$ cat src/design/dmpp_pkg.sv
// Package for the dual motor position PID: payload types, sequencer states,
// register indexes, reset values and the multiply unit request.
// No dependencies.
package dmpp_pkg;

    localparam int GainW = 40;
    localparam int AccW  = 96;
    localparam int XW    = 64;

    localparam logic [1:0] CFG_GAIN_P     = 2'd0;
    localparam logic [1:0] CFG_GAIN_I     = 2'd1;
    localparam logic [1:0] CFG_GAIN_D     = 2'd2;
    localparam logic [1:0] CFG_MAX_SIGNAL = 2'd3;

    localparam logic [39:0] GAIN_P_RST = 40'd33554432;
    localparam logic [39:0] GAIN_I_RST = 40'd839;
    localparam logic [39:0] GAIN_D_RST = 40'd3355443200;
    localparam logic [7:0]  MAX_SIG_RST = 8'd80;

    typedef struct packed {
        logic signed [31:0] position_left;
        logic signed [31:0] position_right;
        logic signed [31:0] target_left;
        logic signed [31:0] target_right;
        logic [15:0]        elapsed_ms;
        logic               clear_history;
    } t_in_item;

    typedef struct packed {
        logic       dir_left;
        logic [7:0] speed_left;
        logic       dir_right;
        logic [7:0] speed_right;
    } t_out_item;

    typedef struct packed {
        logic go;
        logic clr;
    } t_mac_req;

    typedef struct packed {
        logic busy;
        logic done;
    } t_mac_sts;

    typedef enum logic [3:0] {
        S_IDLE,
        S_ERR,
        S_MUL_PE,
        S_INTEG,
        S_MUL_IE,
        S_MUL_P,
        S_MUL_I,
        S_MUL_D,
        S_MAG,
        S_LIMIT,
        S_DIV,
        S_NEXT,
        S_OUT
    } t_state;

endpackage

$ cat src/design/dmpp_mac.sv
// Shared multiply-accumulate: 40-bit signed operand times 64-bit signed operand,
// one 16-bit slice per cycle into a 96-bit accumulator.
// Depends on dmpp_pkg.
module dmpp_mac (
    input  logic                      i_clk,
    input  logic                      i_rst_n,
    input  dmpp_pkg::t_mac_req        i_req,
    input  logic signed [39:0]        i_a,
    input  logic signed [63:0]        i_x,
    output dmpp_pkg::t_mac_sts        o_sts,
    output logic signed [95:0]        o_acc
);
    logic              r_busy;
    logic [1:0]        r_idx;
    logic signed [95:0] r_acc;
    logic signed [16:0] w_chunk;
    logic signed [56:0] w_pp;
    logic signed [95:0] w_term;

    always_comb begin
        unique case (r_idx)
            2'd0: w_chunk = {1'b0, i_x[15:0]};
            2'd1: w_chunk = {1'b0, i_x[31:16]};
            2'd2: w_chunk = {1'b0, i_x[47:32]};
            default: w_chunk = {i_x[63], i_x[63:48]};
        endcase
        w_pp   = i_a * w_chunk;
        w_term = {{39{w_pp[56]}}, w_pp} << {r_idx, 4'b0000};
    end

    always_ff @(posedge i_clk) begin
        if (!i_rst_n) begin
            r_busy <= 1'b0;
            r_idx  <= 2'd0;
        end else if (i_req.go && !r_busy) begin
            r_busy <= 1'b1;
            r_idx  <= 2'd0;
        end else if (r_busy) begin
            r_idx <= r_idx + 2'd1;
            if (r_idx == 2'd3) begin
                r_busy <= 1'b0;
            end
        end
    end

    always_ff @(posedge i_clk) begin
        if (i_req.go && !r_busy) begin
            if (i_req.clr) begin
                r_acc <= '0;
            end
        end else if (r_busy) begin
            r_acc <= r_acc + w_term;
        end
    end

    assign o_sts.busy = r_busy;
    assign o_sts.done = r_busy && (r_idx == 2'd3);
    assign o_acc      = r_acc;

endmodule

$ cat config.mk
export PLATFORM = sky130hd
export DESIGN_NAME = dmpp_mac
export DESIGN_NICKNAME = d
export VERILOG_FILES = /design/src/design/dmpp_pkg.sv /design/src/design/dmpp_mac.sv
export SDC_FILE = /design/constraint.sdc
export NUM_CORES = 2
export LEC_CHECK = 0
export ABC_CLOCK_PERIOD_IN_PS = 13350
export BUFFER_PORTS_ARGS = -buffer_cell sky130_fd_sc_hd__buf_2
export CELL_PAD_IN_SITES_DETAIL_PLACEMENT = 0
export CELL_PAD_IN_SITES_GLOBAL_PLACEMENT = 1
export CORE_MARGIN = 1.5
export CORE_UTILIZATION = 49
export CTS_CLUSTER_DIAMETER = 80
export DETAILED_ROUTE_END_ITERATION = 12
export PLACE_DENSITY_LB_ADDON = 0.15
export SYNTH_ARGS = -nofsm -noshare
export SYNTH_HDL_FRONTEND = slang
export SYNTH_SLANG_ARGS = --single-unit
$ cat constraint.sdc
create_clock -name i_clk -period 13.35 [get_ports i_clk]
set_input_delay 0.6675 -clock i_clk [delete_from_list [all_inputs] [get_ports i_clk]]
set_output_delay 0.6675 -clock i_clk [all_outputs]
set_load 0.01 [all_outputs]
==> metrics list <==
- During synthesis, Yosys emitted a total of 0 warnings.
* Cells taking the most area after synthesis: sky130_fd_sc_hd__fa_1 (38%), sky130_fd_sc_hd__inv_1 (8.5%), sky130_fd_sc_hd__ha_1 (8.5%)
- The wire-length estimate of the detail-placed layout is 83900 um.
* Placeable core region: slightly below 70000 sq um
- Clock-pin slew was measured on the worst setup and hold paths at about 0.10 ns.
- Number of detailed-routing iterations run before antenna repair: 5
- Total global routing track utilization: 29.6%
* Mean number of vias per cell: around 5.5
- The startpoint identified for the worst register-to-register timing path is r_idx[0]$_SDFFE_PP0P_.
- The layout has 6819 filler cells.
- Final Hold Fails: 0
* Most common cell after layout, fill and taps aside: sky130_fd_sc_hd__inv_1
- CTS placed an instance of sky130_fd_sc_hd__clkbuf_16 at the clock tree root.
- Crit Reg-Reg Endpoint: o_acc[89]$_SDFFCE_PP0P_
- For this design, the CTS-stage hold fixing added 0 buffers.
- Critical Path Fanout Max: 25
- Buffers placed on the I/O ports in this run total 205.
* First-pass GRT wire length: roughly 160000 um
- Number of buffers between clock root and the deepest sink: 2
- In the layout the commonest cells are sky130_fd_sc_hd__inv_1 (772), sky130_fd_sc_hd__fa_1 (642), sky130_fd_sc_hd__nand2_1 (548).
- Entering global routing, the biggest net connects 91 pins.
- For the finished layout, the period the worst path requires is approximately 13 ns.
* Wire length reported by the detailed router: a little over 100000 um
- Count of flip-flops with a built-in enable after synthesis: 96
- During I/O placement, the number of pins put on the boundary was around 210.
- For this run, design rule violations remaining after detail routing come to 0.
- For the worst setup path, the data arrival time is 12.78 ns.
- The synthesized design spends more area on one cell type than any other, namely sky130_fd_sc_hd__fa_1.
- After synthesis, the largest family of logic cells by area is adder cells.
* Number of nets with antenna violations after detailed routing: 0
- Routed WL per cell: 20.3 um
* Width of the die: between 200 and 300 um
* Netlist Area Pre-Place: 34100 sq um
- After synthesis, the mean cell area works out to roughly 8.4 sq um.
- After synthesis, the share of flip-flops with an asynchronous set or reset is 0%.
- The synthesized design devotes to its leading area cell type between 30% and 40% of total area.
- Data required time of the critical path: about 13 ns
* Pre-CTS WS: ~0.88 ns
- After synthesis, the netlist uses 74 different library cells.
* Startpoint type of the worst setup path: flip-flop
- The number of nets in the synthesized netlist is a little over 5000.
- Path class of the lowest-slack min-delay path: in2reg
* Sequential element share of the synthesized area: 8.63%
- Combined flip-flop and latch cell area: about 2900 sq um
- Worst-skew pair later-pin latency: 0.41 ns
* Initial core utilization: 49.7%
- Most used flip-flop cell after synthesis: sky130_fd_sc_hd__edfxtp_1
- The multi-input combinational cells in the finished layout cover a total of approximately 28000 sq um.
* NumNets Final: 5063
* Measured slew at the worst slew-check pin: about 1.0 ns
- In this design, the critical path's most frequently occurring cell is sky130_fd_sc_hd__fa_1.
* Row count: 96
- In this run the most critical hold path is launched from i_rst_n.
* Total CTS buffers: 9
- Layout Skew: 0.0259 ns
- Along the worst hold path, the cell count comes to 2.
- Gp weighted congestion: just over 0.9
* Post-route clock period utilization: a little over nine tenths
- Adding up every negative setup slack in the final design gives 0 ns.
* Chip height: between 200 and 300 um
- Slew Limit Fails: 0
- The clock net in this run drives a total of 99 sinks.
- Cells with a size suffix above 1 make up under 10% of the layout.
- Antenna cells: 0
- The synthesized netlist devotes between 3 and 4% of its cell area to XOR and XNOR gates.
- Synthesis inferred 99 register bits.
- Relative to the synthesized area, the layout overhead comes to 6.32%.
* Die Outline Area: approximately 71000 sq um
- The portion of synthesized area spent on multiplexers is between 1.5 and 2%.
* Slowest CP cell: sky130_fd_sc_hd__mux2i_4
- TritonCTS clock tree: done
* Highest achievable clock rate: 79.1 MHz
- Unrepaired setup endpoints after global routing: no
* Overflow left after global routing: 0
- Number of global-route vias before repair: between 20000 and 30000
- Final setup viols: 0
- For this run, the slowest stage of the critical path takes slightly above 0.8 ns.
* Setup Crit Path Kind: reg2reg
- The worst path meets setup with a little over 0.7 ns of slack.
- The tool flagged a number of max-cap violations equal to 0.
- Synthesized netlist cell count: roughly 4000
- The synthesized netlist devotes between 10% and 20% of its cell area to simple gates.
- The H-tree generated during clock tree synthesis spans 3 levels.
- Critical path capture point type: flip-flop
* Total vias in the final route: 27601
* Complex-gate fraction of the synthesized area: between 10% and 20%
* Initial antenna violation count: 0
- The worst hold path terminates at r_busy$_SDFF_PN0_.
- Status: completed
* Starting DRT DRC Count: approximately 1800
- Register-to-register setup slack: between 0.7 and 0.8 ns
* FF-to-FF path depth: a little over 40
* Relative max-transition margin: 30.8%
- Summing the areas of all fa, ha and maj instances in the mapped netlist gives 46.1% of the synthesized area.
[final cells by class]
class / count / area share (%)
multi-input cells: 2964 / 76.4
flip-flops and latches: 99 / 8.12
inverters: 773 / 8.00
repair buffers: 235 / 3.45
well taps: 931 / 3.21
clock buffers: 9 / 0.621
clock inverters: 7 / 0.231
[synth_stat cells (15+ instances only)]
library cell / count
sky130_fd_sc_hd__nor3_1: 40
sky130_fd_sc_hd__and2_1: 270
sky130_fd_sc_hd__xnor2_1: 76
sky130_fd_sc_hd__a31oi_1: 20
sky130_fd_sc_hd__and3_1: 18
sky130_fd_sc_hd__a211oi_1: 26
sky130_fd_sc_hd__fa_1: 642
sky130_fd_sc_hd__mux2i_1: 50
sky130_fd_sc_hd__clkbuf_1: 198
sky130_fd_sc_hd__ha_1: 231
sky130_fd_sc_hd__o21bai_1: 28
sky130_fd_sc_hd__o211ai_1: 15
sky130_fd_sc_hd__a222oi_1: 16
sky130_fd_sc_hd__nand3_1: 21
sky130_fd_sc_hd__nand2b_1: 33
sky130_fd_sc_hd__nor2b_1: 23
sky130_fd_sc_hd__nand4_1: 45
sky130_fd_sc_hd__a21oi_1: 213
sky130_fd_sc_hd__xor2_1: 67
sky130_fd_sc_hd__edfxtp_1: 96
sky130_fd_sc_hd__nor2_1: 238
sky130_fd_sc_hd__nand2_1: 548
sky130_fd_sc_hd__o21ai_0: 128
sky130_fd_sc_hd__a21o_1: 70
sky130_fd_sc_hd__inv_1: 772
sky130_fd_sc_hd__o21a_1: 19
[worst max-delay path, delay by kind of cell, from the launching register on]
kind	cells	cell delay, ns
fa+ha+maj	9	4.62
buf+inv	7	0.75
compound gates	11	3.05
simple gates	11	2.20
flops	1	0.41
mux	2	0.96
xor+xnor	1	0.35
[kinds of logic (layout without fill, tap and decap cells)]
group	Yosys count	count (layout)
DFF	99	99
buffers and inverters	983	1024
muxes	53	54
adders and majority gates	873	873
and+or+nand+nor	1270	1270
xor gates and xnor gates	143	143
AOI/OAI and AO/OA	624	624
[routing by layer]
metal  track usage (%)  up-vias  part of all wire (%)
met5                 0        -                     0
met4              6.94        0                   2.2
met3              4.11      101                   6.5
met2              48.1      831                    47
met1              42.0    13913                    45
li1                  -    12756                     -
[flip-flops by register name, summed over array words and instances (netlist names)]
signal and count:
r_busy 1, o_acc 96, r_idx 2
[worst max-delay path by stage]
stage | start | cells past startpoint | end
floorplan | r_idx[1]$_SDFFE_PP0P_ | 45 | o_acc[88]$_SDFFCE_PP0P_
global placement | r_idx[0]$_SDFFE_PP0P_ | 39 | o_acc[89]$_SDFFCE_PP0P_
detailed placement | r_idx[0]$_SDFFE_PP0P_ | 39 | o_acc[89]$_SDFFCE_PP0P_
CTS | r_idx[0]$_SDFFE_PP0P_ | 39 | o_acc[89]$_SDFFCE_PP0P_
global route | r_idx[0]$_SDFFE_PP0P_ | 41 | o_acc[89]$_SDFFCE_PP0P_
finish | r_idx[0]$_SDFFE_PP0P_ | 41 | o_acc[89]$_SDFFCE_PP0P_
[through the flow]
stage | std cells | hold slack [ns] | cell area [sq um] | utilization (%)
floorplan | 4045 | 0.641 | 34100 | -
detailed placement | 4998 | 0.694 | 35900 | 52.3
finish | 5018 | 0.569 | 36300 | 52.8
global route | 5018 | 0.570 | 36300 | 52.8
CTS | 5014 | 0.555 | 36200 | 52.7
global placement | 4998 | 0.685 | 35900 | 52.3
[repair_timing]
item / CTS / global route
endpoints found under the setup margin: 0 / 1
endpoints found under the hold margin: 0 / 0
buffers inserted: 0 / 3
resized for setup: 0 / 1
Power is left out: the tool's default activity adds up to more than one toggle a clock period on the data nets, which glitch-free logic cannot reach.
